==> src/assert_macros.svh <==
// Assertion macros shared by the summed-area RTL.
// Defining NO_ASSERTIONS compiles every check away.
`ifndef ASSERT_MACROS_SVH
`define ASSERT_MACROS_SVH

`ifndef NO_ASSERTIONS

// Property checked at every rising edge outside reset
`define ASSERT_CLK(lbl, clk, rstn, prop) \
	lbl: assert property (@(posedge clk) disable iff (!rstn) prop) \
		else $error("assertion failed");

// Condition that must never be true outside reset
`define ASSERT_NEVER(lbl, clk, rstn, cond) \
	lbl: assert property (@(posedge clk) disable iff (!rstn) !(cond)) \
		else $error("forbidden condition seen");

`else

`define ASSERT_CLK(lbl, clk, rstn, prop)
`define ASSERT_NEVER(lbl, clk, rstn, cond)

`endif

`endif

==> src/iimt_pkg.sv <==
`timescale 1ns / 1ps
// Shared constants, types and helpers for the three-moment summed-area unit.
// No dependencies; every other file except assert_macros.svh imports this package.
package iimt_pkg;

	// Image limits
	localparam int MAX_COLS = 2048;
	localparam int MAX_ROWS = 2048;
	localparam int COL_W    = $clog2(MAX_COLS);
	localparam int ROW_W    = $clog2(MAX_ROWS);
	localparam int SIZE_W   = 12;

	// Pixel and power widths
	localparam int PIXEL_W = 8;
	localparam int SQ_W    = 2 * PIXEL_W;
	localparam int CUBE_W  = 3 * PIXEL_W;

	// Row run sums
	localparam int RUN1_W = 20;
	localparam int RUN2_W = 27;
	localparam int RUN3_W = 35;

	// Line store / accumulated area sums
	localparam int ACC1_W = 31;
	localparam int ACC2_W = 38;
	localparam int ACC3_W = 47;

	// Result fields
	localparam int OUT1_W = 30;
	localparam int OUT2_W = 38;
	localparam int OUT3_W = 46;

	// Configuration port
	localparam int APB_AW    = 3;
	localparam int APB_DW    = 32;
	localparam int REG_IDX_W = APB_AW - 2;
	localparam logic [REG_IDX_W-1:0] REG_IMAGE_WIDTH  = 1'b0;
	localparam logic [REG_IDX_W-1:0] REG_IMAGE_HEIGHT = 1'b1;

	// Queue between front and back
	localparam int QUEUE_DEPTH = 4;
	localparam int QPTR_W      = $clog2(QUEUE_DEPTH);
	localparam int QCNT_W      = $clog2(QUEUE_DEPTH + 1);

	// Clamped frame size seen by the front
	typedef struct packed {
		logic [SIZE_W-1:0] width;
		logic [SIZE_W-1:0] height;
	} frame_size_t;

	// One classified pixel, front to back
	typedef struct packed {
		logic [PIXEL_W-1:0] pixel;
		logic [COL_W-1:0]   col;
		logic               first_col;
		logic               use_above;
		logic               frame_last;
	} job_t;

	// One line store entry: the three area sums of a pixel
	typedef struct packed {
		logic [ACC3_W-1:0] cube;
		logic [ACC2_W-1:0] sq;
		logic [ACC1_W-1:0] sum;
	} moments_t;

	// Zero acts as one, anything above the limit acts as the limit
	function automatic logic [SIZE_W-1:0] clamp_size(input logic [SIZE_W-1:0] v,
	                                                 input logic [SIZE_W-1:0] lim);
		logic [SIZE_W-1:0] r;
		r = v;
		if (v == '0) begin
			r = SIZE_W'(1);
		end else if (v > lim) begin
			r = lim;
		end
		return r;
	endfunction

endpackage

==> src/iimt_queue.sv <==
`timescale 1ns / 1ps
// Small job queue that decouples the front end from the back end.
// Depends on iimt_pkg.
`include "assert_macros.svh"
module iimt_queue (
	input  logic           clk,
	input  logic           arst_n,
	input  logic           push,
	input  iimt_pkg::job_t push_job,
	output logic           full,
	input  logic           pop,
	output iimt_pkg::job_t head,
	output logic           empty
);
	import iimt_pkg::*;

	job_t              ent_q [QUEUE_DEPTH];
	logic [QPTR_W-1:0] wr_ptr_q;
	logic [QPTR_W-1:0] rd_ptr_q;
	logic [QCNT_W-1:0] cnt_q;

	assign full  = (cnt_q == QCNT_W'(QUEUE_DEPTH));
	assign empty = (cnt_q == '0);
	assign head  = ent_q[rd_ptr_q];

	// Pointers and fill count
	always_ff @(posedge clk or negedge arst_n) begin
		if (!arst_n) begin
			wr_ptr_q <= '0;
			rd_ptr_q <= '0;
			cnt_q    <= '0;
		end else begin
			if (push) begin
				wr_ptr_q <= wr_ptr_q + QPTR_W'(1);
			end
			if (pop) begin
				rd_ptr_q <= rd_ptr_q + QPTR_W'(1);
			end
			case ({push, pop})
				2'b10:   cnt_q <= cnt_q + QCNT_W'(1);
				2'b01:   cnt_q <= cnt_q - QCNT_W'(1);
				default: cnt_q <= cnt_q;
			endcase
		end
	end

	// Entry storage
	always_ff @(posedge clk) begin
		if (push) begin
			ent_q[wr_ptr_q] <= push_job;
		end
	end

	`ASSERT_NEVER(a_no_overflow, clk, arst_n, push && full)
	`ASSERT_NEVER(a_no_underflow, clk, arst_n, pop && empty)
	`ASSERT_CLK(a_count_tracks_ptrs, clk, arst_n, (push && !pop) |=> (cnt_q == $past(cnt_q) + QCNT_W'(1)))

endmodule

==> config.mk <==
export PLATFORM = sky130hd
export DESIGN_NAME = iimt_queue
export DESIGN_NICKNAME = d
export VERILOG_FILES = /design/src/iimt_pkg.sv /design/src/iimt_queue.sv
export VERILOG_INCLUDE_DIRS = /design/src /design/src/src
export SDC_FILE = /design/constraint.sdc
export NUM_CORES = 1
export LEC_CHECK = 0
export BUFFER_PORTS_ARGS = -buffer_cell sky130_fd_sc_hd__buf_2
export CAP_MARGIN = 20
export CORE_UTILIZATION = 40
export CTS_CLUSTER_SIZE = 28
export DETAILED_ROUTE_END_ITERATION = 12
export PLACE_DENSITY = 0.58
export SLEW_MARGIN = 5
export SYNTH_ARGS = -nofsm -noshare
export SYNTH_HDL_FRONTEND = slang
export SYNTH_SLANG_ARGS = --single-unit
==> constraint.sdc <==
create_clock -name clk -period 1.55 [get_ports clk]
set_clock_uncertainty 0.05 [all_clocks]
set_input_delay 0.0775 -clock clk [delete_from_list [all_inputs] [get_ports clk]]
set_output_delay 0.0775 -clock clk [all_outputs]
set_load 0.005 [all_outputs]
==> impl_metrics.csv <==
group,metric,value,unit
clocking,tritoncts.num_buffers,9,
floorplanning,initial_utilization,41.4,%
clocking,tritoncts_clock_tree,"built",
cells_and_area,register_area,0.00282,mm^2
critical_path,cpMaxStageDelayCell,"sky130_fd_sc_hd__mux4_2",
cells_and_area,finalNetCount,282,
drt,route.final.wire_length,6360,um
timing,finalSetupViolCount,22,
synth,main_combinational_cell_family_by_area_after_synthesis,"multiplexers",
critical_path,regToRegSetupSlack,0.12,ns
synth,synth_simple_gate_area_share,1.32,%
job,cap_viol_max_count,0,
synth,yosys.area.top_type_share,73.2,%
grt,global_route_wire_length_before_repair,9900,um
synth,gate_count_of_the_mapped_netlist,151,
timing,tns,-5.57,ns
clocking,cts-htree-levels,3,
grt,first_global_vias,1923,
timing,layout_min_cycle_time,1.83,ns
critical_path,cp_max_fo,6,
min_path,hp-class,"in -> async",
synth,synth_adder_area_share,2.29,%
power,share_clk_of_total_power,19.5,%
synth,post_synth_instance_area,0.00361,mm^2
timing,worst_margin_pin_slew,0.216,ns
clocking,clk_path_buf_depth,2,
cells_and_area,number_of_antenna_diodes,0,
drt,ant_nets,0,
run_status,outcome,"finished with violations",
critical_path,setup.worst_path.start,"rd_ptr_q[0]",
synth,synth_edf_count,88,
drt,drt_iter0_drc,54,
place,dp_hpwl,3800,um
power,power.density,1690,mW/mm^2
critical_path,setup.worst_path.class,"reg -> out",
critical_path,worst_setup_path_end_kind,"output pin",
critical_path,critical_path.n_buffers_inverters,3,
timing,slew_limit_headroom,85.6,%
place,gp_congestion,0.643,
critical_path,worst-path-stages,4,
power,intPower,5.64,mW
cells_and_area,layout_overhead_on_the_synthesized_area,29.5,%
power,p_comb_share,35.6,%
drt,post-route-drc-count,0,
floorplanning,chipHeight,97.0,um
place,post_dp_cell_area,0.00411,mm^2
drt,wl_per_cell,17.5,um
synth,ys_dominant_reg_cell,"sky130_fd_sc_hd__edfxtp_1",
floorplanning,die-width,97.0,um
floorplanning,die-area,0.00941,mm^2
power,ir_worst_vdd,0.943,mV
synth,yosysWarningCount,0,
power,total_switching_power,2.27,mW
floorplanning,core_area,0.00872,mm^2
grt,grt_util_all_layers,14.4,%
timing,hold_viol,0,
critical_path,reg2reg_depth,5,
synth,post_synthesis_share_of_cell_area_spent_on_xor_and_xnor_gates,1.46,%
critical_path,critical_path.endpoint,"head[15]",
cells_and_area,finalNonFillerCells,363,
run_status,failed_checks,"negative setup slack",
grt,antenna_found_initial,0,
floorplanning,std_cell_rows,34,
clocking,clk_root_buffer_cell,"sky130_fd_sc_hd__clkbuf_8",
floorplanning,top_level_ports,50,
power,power_frac_seq,44.9,%
drt,vias,1768,
clocking,clock_transition_at_path_regs,0.10,ns
power,switching_share,28.7,%
critical_path,worstReg2RegEnd,"cnt_q[2]",
cells_and_area,filler_cell_count,705,
critical_path,r2r-start,"cnt_q[0]",
synth,synth.top_cells.by_count,"sky130_fd_sc_hd__edfxtp_1 (88), sky130_fd_sc_hd__mux4_2 (18), sky130_fd_sc_hd__dfrtp_1 (7), sky130_fd_sc_hd__inv_1 (6), sky130_fd_sc_hd__ha_1 (5)",
synth,async_reset_ff_share,7.37,%
synth,ys_seq_area_share,78.1,%
timing,fin_crit_sh,118,%
timing,rsz_0062_raised_after_global_routing,"yes",
critical_path,cp_cell_sequence,"buf_4 > buf_8 > mux4_2 > buf_2",
grt,overflow,0,
critical_path,critical_path.top_delay_family,"multiplexers",
power,power.leakage,1.70,nW
timing,fmax,0.545,GHz
synth,synth_most_common_cell,"sky130_fd_sc_hd__edfxtp_1",
timing,worst_slack,-0.283,ns
critical_path,cp.arrival,1.71,ns
clocking,cts.sinks,95,
drt,route.detailed.vias_per_inst,4.87,
synth,synth_seq_cells,95,
place,placed_cells,316,
clocking,worst_skew_pair.late_latency,0.36,ns
critical_path,slowest_delay,0.51,ns
cells_and_area,multi_input_area,702,um^2
synth,synthMuxAreaShare,14.4,%
place,number_of_buffers_added_on_ports,49,
cells_and_area,finalInstanceArea,0.00467,mm^2
synth,synth_area_leaders,"sky130_fd_sc_hd__edfxtp_1 (73%), sky130_fd_sc_hd__mux4_2 (11%), sky130_fd_sc_hd__dfrtp_1 (4.9%)",
drt,drtPass1Iterations,3,
critical_path,crit_path_start_kind,"flip-flop",
synth,synth_cell_types,19,
grt,grt_max_degree,19,
synth,yosys.area.top_type,"sky130_fd_sc_hd__edfxtp_1",
synth,mappedNetlistNets,183,
synth,synthesized_area_fraction_occupied_by_ao_oa_aoi_and_oai_cells,0.139,%
synth,synthesized_area_per_cell,23.9,um^2
critical_path,cp_data_required_time,1.42,ns
cells_and_area,final_layout_size_suffix_gt1_share,43.9,%
timing,timing.final.max_slew_violations,0,
[per-stage QoR]
stage | setup WS (ns) | hold slack, ns | power (mW) | utilization [%]
after floorplan | 0.0230 | -0.268 | 5.02 | -
after CTS | -0.288 | 0.00673 | 7.89 | 53.0
final | -0.283 | 0.0228 | 7.92 | 53.6
after global placement | 0.110 | -0.126 | 5.95 | 47.1
after detailed placement | 0.104 | -0.127 | 5.97 | 47.1
after global routing | -0.332 | 0.0203 | 8.35 | 53.6
[metal layers]
layer	vias up	part of all wire [%]	global-route usage, %
met4	0	1.8	6.54
met3	11	3.9	3.76
met1	907	43	17.5
met5	-	0	0
met2	41	51	24.1
li1	809	-	-
[power by group through the flow]
stage	Sequential [mW]	Clock [mW]	Combinational, mW
5_1_grt	3.60	1.70	3.06
3_3_place_gp	3.58	0	2.37
4_1_cts	3.56	1.59	2.74
2_1_floorplan	3.54	0	1.48
3_5_place_dp	3.60	0	2.37
6_report	3.55	1.54	2.82
[flip-flops by register name, indices dropped and copies added (netlist names)]
signal    cells
ent_q        88
cnt_q         3
rd_ptr_q      2
wr_ptr_q      2
[how the worst min path moves through the flow]
stage | slack [ns] | endpoint | cells past startpoint
finish | 0.02 | wr_ptr_q[0] | 2
global route | 0.02 | rd_ptr_q[1] | 2
CTS | 0.007 | rd_ptr_q[1] | 2
detailed placement | -0.13 | cnt_q[0] | 1
global placement | -0.13 | cnt_q[0] | 1
floorplan | -0.27 | cnt_q[0] | 0
[logic make-up (layout without fill, tap and decap cells)]
| kind of cell | after synthesis | in the layout |
|---|---|---|
| muxes | 23 | 23 |
| buffers and inverters | 11 | 115 |
| adders and majority gates | 6 | 6 |
| DFF | 95 | 95 |
| xor gates and xnor gates | 6 | 6 |
| AOI/OAI and AO/OA | 1 | 1 |
| and+or+nand+nor | 9 | 9 |
[what timing repair did]
item / CTS / global route
pin swaps: 0 / 2
gates cloned: 2 / 1
hold buffers: 25 / 0
setup endpoints to repair: 22 / 23
resized for setup: 9 / 3
endpoints found under the hold margin: 98 / 0
buffers inserted: 2 / 1
[layout make-up]
| class | count | area share, % |
|---|---|---|
| Inverter | 6 | 0.482 |
| Clock buffer | 9 | 2.65 |
| Clock inverter | 7 | 1.39 |
| Timing Repair Buffer | 93 | 17.2 |
| Multi-Input combinational cell | 45 | 15.0 |
| Tap cell | 108 | 2.89 |
| Sequential cell | 95 | 60.3 |
[worst reg2reg max path: cells and delay by family (launching register included)]
| kind | cells | cell delay [ns] |
|---|---|---|
| buffers and inverters | 1 | 0.08 |
| xor gates and xnor gates | 2 | 0.32 |
| adders and majority gates | 1 | 0.38 |
| DFF | 1 | 0.38 |
| and+or+nand+nor | 1 | 0.14 |
[cell usage in the layout, fill, tap and decap left out, drive strengths merged, types with 2 or more instances in the layout]
master	count
edfxtp	88
buf	67
dlygate4sd3	25
mux4	22
clkbuf	10
inv	10
dfrtp	7
ha	5
xor2	4
and2	4
clkinvlp	3
xnor2	2
nand2	2
Power figures use the tool's default switching activity.
