===== src/assert_macros.svh =====
// Assertion macros shared by the summed-area RTL.
// Defining NO_ASSERTIONS compiles every check away.
`ifndef ASSERT_MACROS_SVH
`define ASSERT_MACROS_SVH

`ifndef NO_ASSERTIONS

// Property checked at every rising edge outside reset
`define ASSERT_CLK(lbl, clk, rstn, prop) \
	lbl: assert property (@(posedge clk) disable iff (!rstn) prop) \
		else $error("assertion failed");

// Condition that must never be true outside reset
`define ASSERT_NEVER(lbl, clk, rstn, cond) \
	lbl: assert property (@(posedge clk) disable iff (!rstn) !(cond)) \
		else $error("forbidden condition seen");

`else

`define ASSERT_CLK(lbl, clk, rstn, prop)
`define ASSERT_NEVER(lbl, clk, rstn, cond)

`endif

`endif


===== src/iimt_pkg.sv =====
`timescale 1ns / 1ps
// Shared constants, types and helpers for the three-moment summed-area unit.
// No dependencies; every other file except assert_macros.svh imports this package.
package iimt_pkg;

	// Image limits
	localparam int MAX_COLS = 2048;
	localparam int MAX_ROWS = 2048;
	localparam int COL_W    = $clog2(MAX_COLS);
	localparam int ROW_W    = $clog2(MAX_ROWS);
	localparam int SIZE_W   = 12;

	// Pixel and power widths
	localparam int PIXEL_W = 8;
	localparam int SQ_W    = 2 * PIXEL_W;
	localparam int CUBE_W  = 3 * PIXEL_W;

	// Row run sums
	localparam int RUN1_W = 20;
	localparam int RUN2_W = 27;
	localparam int RUN3_W = 35;

	// Line store / accumulated area sums
	localparam int ACC1_W = 31;
	localparam int ACC2_W = 38;
	localparam int ACC3_W = 47;

	// Result fields
	localparam int OUT1_W = 30;
	localparam int OUT2_W = 38;
	localparam int OUT3_W = 46;

	// Configuration port
	localparam int APB_AW    = 3;
	localparam int APB_DW    = 32;
	localparam int REG_IDX_W = APB_AW - 2;
	localparam logic [REG_IDX_W-1:0] REG_IMAGE_WIDTH  = 1'b0;
	localparam logic [REG_IDX_W-1:0] REG_IMAGE_HEIGHT = 1'b1;

	// Queue between front and back
	localparam int QUEUE_DEPTH = 4;
	localparam int QPTR_W      = $clog2(QUEUE_DEPTH);
	localparam int QCNT_W      = $clog2(QUEUE_DEPTH + 1);

	// Clamped frame size seen by the front
	typedef struct packed {
		logic [SIZE_W-1:0] width;
		logic [SIZE_W-1:0] height;
	} frame_size_t;

	// One classified pixel, front to back
	typedef struct packed {
		logic [PIXEL_W-1:0] pixel;
		logic [COL_W-1:0]   col;
		logic               first_col;
		logic               use_above;
		logic               frame_last;
	} job_t;

	// One line store entry: the three area sums of a pixel
	typedef struct packed {
		logic [ACC3_W-1:0] cube;
		logic [ACC2_W-1:0] sq;
		logic [ACC1_W-1:0] sum;
	} moments_t;

	// Zero acts as one, anything above the limit acts as the limit
	function automatic logic [SIZE_W-1:0] clamp_size(input logic [SIZE_W-1:0] v,
	                                                 input logic [SIZE_W-1:0] lim);
		logic [SIZE_W-1:0] r;
		r = v;
		if (v == '0) begin
			r = SIZE_W'(1);
		end else if (v > lim) begin
			r = lim;
		end
		return r;
	endfunction

endpackage


===== src/iimt_channels.sv =====
`timescale 1ns / 1ps
// Valid/ready channel interfaces: pixel beats in, moment beats out.
// Depends on iimt_pkg for field widths.
interface iimt_pixel_if;
	import iimt_pkg::*;

	logic               valid;
	logic               ready;
	logic [PIXEL_W-1:0] pixel;

	modport source (output valid, output pixel, input ready);
	modport sink   (input valid, input pixel, output ready);
endinterface



===== src/iimt_front.sv =====
`timescale 1ns / 1ps
// Front end: takes pixel beats, tracks column and row, tags each pixel.
// Depends on iimt_pkg and iimt_channels.
`include "assert_macros.svh"
module iimt_front (
	input  logic                 clk,
	input  logic                 arst_n,
	iimt_pixel_if.sink           pixels,
	input  iimt_pkg::frame_size_t size,
	input  logic                 job_ready,
	output logic                 job_valid,
	output iimt_pkg::job_t       job
);
	import iimt_pkg::*;

	logic [COL_W-1:0]  col_q;
	logic [ROW_W-1:0]  row_q;
	logic              accept;
	logic [SIZE_W-1:0] col_inc;
	logic [SIZE_W-1:0] row_inc;
	logic              col_wrap;
	logic              row_wrap;

	// Handshake straight through to the queue
	assign pixels.ready = job_ready;
	assign job_valid    = pixels.valid;
	assign accept       = pixels.valid && job_ready;

	// Position arithmetic
	assign col_inc  = SIZE_W'(col_q) + SIZE_W'(1);
	assign row_inc  = SIZE_W'(row_q) + SIZE_W'(1);
	assign col_wrap = col_inc >= size.width;
	assign row_wrap = row_inc >= size.height;

	// Classify the pixel
	always_comb begin
		job.pixel      = pixels.pixel;
		job.col        = col_q;
		job.first_col  = (col_q == '0);
		job.use_above  = (row_q != '0);
		job.frame_last = (SIZE_W'(col_q) == size.width - SIZE_W'(1)) &&
		                 (SIZE_W'(row_q) == size.height - SIZE_W'(1));
	end

	// Counters wrap at the configured size
	always_ff @(posedge clk or negedge arst_n) begin
		if (!arst_n) begin
			col_q <= '0;
			row_q <= '0;
		end else if (accept) begin
			if (col_wrap) begin
				col_q <= '0;
				row_q <= row_wrap ? '0 : ROW_W'(row_inc);
			end else begin
				col_q <= COL_W'(col_inc);
			end
		end
	end

	`ASSERT_CLK(a_frame_end_rewinds, clk, arst_n, (accept && job.frame_last) |=> (col_q == '0 && row_q == '0))
	`ASSERT_CLK(a_idle_holds_pos, clk, arst_n, !accept |=> ($stable(col_q) && $stable(row_q)))
	`ASSERT_CLK(a_row_holds_midline, clk, arst_n, (accept && !col_wrap) |=> (row_q == $past(row_q)))

endmodule


===== src/flat_wrapper.sv =====
// flat-port wrapper written by rule: the top's interface ports become plain ports
module iimt_front_flat import iimt_pkg::*;
  (clk, arst_n, size, job_ready, job_valid, job, pixels_valid, pixels_pixel, pixels_ready);
  iimt_pixel_if pixels_i ();
  input  logic clk;
  input  logic arst_n;
  input  iimt_pkg::frame_size_t size;
  input  logic job_ready;
  output logic job_valid;
  output iimt_pkg::job_t job;
  input wire logic [$bits(pixels_i.valid)-1:0] pixels_valid;
  input wire logic [$bits(pixels_i.pixel)-1:0] pixels_pixel;
  output wire logic [$bits(pixels_i.ready)-1:0] pixels_ready;
  assign pixels_i.valid = pixels_valid;
  assign pixels_i.pixel = pixels_pixel;
  assign pixels_ready = pixels_i.ready;
  iimt_front u_core (.clk(clk), .arst_n(arst_n), .pixels(pixels_i), .size(size), .job_ready(job_ready), .job_valid(job_valid), .job(job));
endmodule

===== config.mk =====
export PLATFORM = sky130hd
export DESIGN_NAME = iimt_front_flat
export DESIGN_NICKNAME = d
export VERILOG_FILES = /design/src/iimt_pkg.sv /design/src/iimt_channels.sv /design/src/iimt_front.sv /design/src/flat_wrapper.sv
export VERILOG_INCLUDE_DIRS = /design/src /design/src/src
export SDC_FILE = /design/constraint.sdc
export NUM_CORES = 1
export LEC_CHECK = 0
export BUFFER_PORTS_ARGS = -buffer_cell sky130_fd_sc_hd__buf_2
export CORE_ASPECT_RATIO = 0.9
export CORE_MARGIN = 4
export CORE_UTILIZATION = 50
export CTS_CLUSTER_SIZE = 16
export DETAILED_ROUTE_END_ITERATION = 6
export PLACE_DENSITY_LB_ADDON = 0.05
export SYNTH_ARGS = -nofsm -noshare
export SYNTH_HDL_FRONTEND = slang
export SYNTH_SLANG_ARGS = --single-unit

===== constraint.sdc =====
create_clock -name clk -period 9.9 [get_ports clk]
set_input_delay 0.99 -clock clk [delete_from_list [all_inputs] [get_ports clk]]
set_output_delay 0.99 -clock clk [all_outputs]
set_load 0.1 [all_outputs]

==> flow_metrics.py <==
metrics = {
    "place": {
        "globalplace.congestion": 0.906,
        "dpl_worst_slack_ps": 5540,
        "place_hpwl_mm": 5.41,
        "port_buffers": 43,
    },
    "sta": {
        "relSlewSlack_pct": 27.4,
        "finalWorstSetupSlack_ps": 5540,
        "hold_ws_ps": 647,
        "fin_crit_ps": 4360,
        "hold_viol": 0,
        "setup_violations": 0,
        "tns_ps": 0,
        "finalMaxSlewViolations": 0,
        "rsz0062_at_grt": "no",
        "finalClockSkew_ps": 4.61,
        "fmax_ghz": 0.229,
        "max_slew.worst_pin.slew_ps": 1080,
        "fin_crit_sh_pct": 44.1,
    },
    "drt": {
        "routed-via-count": 2465,
        "via_per_inst": 5.77,
        "drt_iter0_drc": 127,
        "first_pass_iters": 4,
        "wl_mm": 6.73,
        "ant_nets": 0,
        "wl_per_cell_um": 15.8,
        "drt_drc_violations_left": 0,
    },
    "global_routing": {
        "grt_max_degree": 23,
        "grt_pass1_vias": 2372,
        "grt.overflow.total": 0,
        "antenna_found_initial": 0,
        "grt_pass1_wl_mm": 11.6,
        "gr-usage-all-layers_pct": 21.0,
    },
    "power": {
        "ir_worst_vdd_mv": 0.293,
        "power_uw": 402,
        "power.leakage_uw": 0.00150,
        "power_density_mw_per_mm2": 134,
    },
    "cts": {
        "clkTransAtPathRegs_ps": 90,
        "cts_buffers": 3,
        "clock-sinks": 22,
        "clockBufferDepth": 2,
        "clock_latency_ps": 270,
        "htreeDepth": 1,
        "cts_tree": "built",
        "cts_hold_buffers": 0,
        "cts_setup_buffers": 0,
        "root_buffer": "clkbuf_8",
        "cts.repair.resized": 0,
    },
    "outcome": {
        "run_status": "completed",
    },
    "layout": {
        "drive_gt1_share_pct": 16.1,
        "n_antenna_cell": 0,
        "final_nets": 427,
        "syn_to_final_growth_pct": 8.37,
    },
    "logic_synthesis": {
        "syn-num-nets": 405,
        "synth_area_leaders": "dfrtp_1, ha_1, xnor2_1, a22o_1, xor2_1",
        "synth_cells": 339,
        "synth_area_mm2": 0.00277,
        "synth_top_area_cell": "dfrtp_1",
        "synthArstFlopShare_pct": 100,
        "synthDistinctLibCells": 57,
        "ys.flop_type": "dfrtp_1",
        "synth_edf_count": 0,
        "synth_top_area_share_pct": 19.9,
        "yosys_warnings": 0,
        "ys_seq_area_share_pct": 19.9,
        "ys_ff_latch": 22,
        "avgSynthCellArea_um2": 8.16,
    },
    "worst_setup_path": {
        "cp_top_family": "simple AND/OR/NAND/NOR gates",
        "cpMostUsedCell": "buf_2",
        "critPathKind": "in -> out",
        "reg2reg_from": "u_core.col_q[2]",
        "cpPeakStageDelay_ps": 590,
        "path_max_fanout": 8,
        "required_ps": 8910,
        "crit_path_start_kind": "primary input",
        "crit_arrival_ps": 3370,
        "critPathLaunch": "size[13]",
        "crit_buf_inv": 3,
        "end_kind": "output pin",
        "path_cells": "buf_2, inv_1, ha_1, or4b_1, nor3_1, a22oi_1, a21oi_1, o21ai_0, a221oi_2, buf_2",
        "crit_slowest_cell": "or4b_1",
    },
    "floorplan": {
        "core-area_mm2": 0.00532,
        "initial_utilization_pct": 52.0,
        "io_pins": 60,
        "chipWidth_um": 86.4,
        "placementRows": 25,
        "dieArea_mm2": 0.00679,
        "die_y_um": 78.6,
    },
    "flow_run": {
        "maxCapViolCount": 0,
    },
    "worst_hold_path": {
        "hold_start": "u_core.row_q[0]",
        "hp-class": "reg -> reg",
    },
}
## layout by cell type (no fill, tap or decap), types with 2 or more instances in the layout
master    instances
a22o_1           16
dfrtp_1          22
o21bai_1          3
nand4_1           8
o21a_1            2
nand2_1          14
or2_2             2
a21o_1            7
xnor2_1          25
a221oi_1          2
o21ai_0          12
a31oi_1           2
nand2b_1          6
clkbuf_8          3
nor2_1           15
buf_2            43
nor3b_1           2
nor4b_1           2
xor2_1           15
o211ai_1          2
and3_1           11
or3_1             3
and2_1            2
ha_1             30
a311oi_1          3
inv_1            32
nor4_1            6
o31ai_1           2
a21oi_1           9
nand3_1          17
nor3_1           12
nor4_4            2
nor2b_1           4
## cell type report
class                      count  area [um^2]
clock buffer                   3         41.3
clock inverter                 1         30.0
fill                         502         2320
inverter                      32          120
multi-input combinational    258         1950
sequential                    22          551
tap                           67         83.8
timing repair buffer          44          223
## through the flow
| step | area, um^2 | utilization [%] | cells |
|---|---|---|---|
| after floorplan | 2770 | - | 339 |
| after global placement | 2930 | 55.0 | 423 |
| after detailed placement | 2930 | 55.0 | 423 |
| after CTS | 3000 | 56.4 | 427 |
| after global routing | 3000 | 56.4 | 427 |
| final | 3000 | 56.4 | 427 |
## cells by family (layout without fill, tap and decap cells)
family                   Yosys count  count (layout)  share of synthesized area, %
AND/OR/NAND/NOR                  112             112                          23.2
AO/OA/AOI/OAI                     76              76                          21.0
buffers and inverters             59              80                          9.63
XOR/XNOR                          40              40                          12.7
adder cells (fa/ha/maj)           30              30                          13.6
flip-flops                        22              22                          19.9
## synth_stat cells, types with 8 or more instances
library cell	count
xor2_1	15
buf_4	10
nor3_1	12
dfrtp_1	22
ha_1	30
and3_1	11
nand4_1	8
nor2_1	15
inv_1	32
a22o_1	16
o21ai_0	12
a21oi_1	9
clkbuf_1	15
nand2_1	14
xnor2_1	25
nand3_1	17
## per-layer routing
layer / vias to the layer above / share of wire, % / global-route usage [%]
met2: 81 / 39 / 29.6
met3: 4 / 6.6 / 2.94
met1: 1115 / 54 / 33.6
li1: 1265 / - / -
met4: 0 / 0.36 / 3.74
met5: - / 0 / 0
## state kept, by name (all words and copies together) (netlist names)
name	count
u_core.col_q	11
u_core.row_q	11
## worst paths after layout
check | slack, ps | end | cells past startpoint
worst max-delay path | 5540 | job[0] | 10
worst min-delay path | 650 | u_core.row_q[0] | 1
worst max register to register | 6210 | u_core.row_q[7] | 12
worst min register to register | 650 | u_core.row_q[0] | 1
max in group asynchronous | 8840 | u_core.col_q[8] | 1
min in group asynchronous | 700 | u_core.row_q[1] | 1
## power breakdown
group          total [uW]  switching, uW  internal, uW
clock                86.8           32.7          54.0
combinational         195            139          56.5
sequential            120           21.3          98.7
total                 402            193           209
Note: power is estimated with default switching activity, not from simulation.
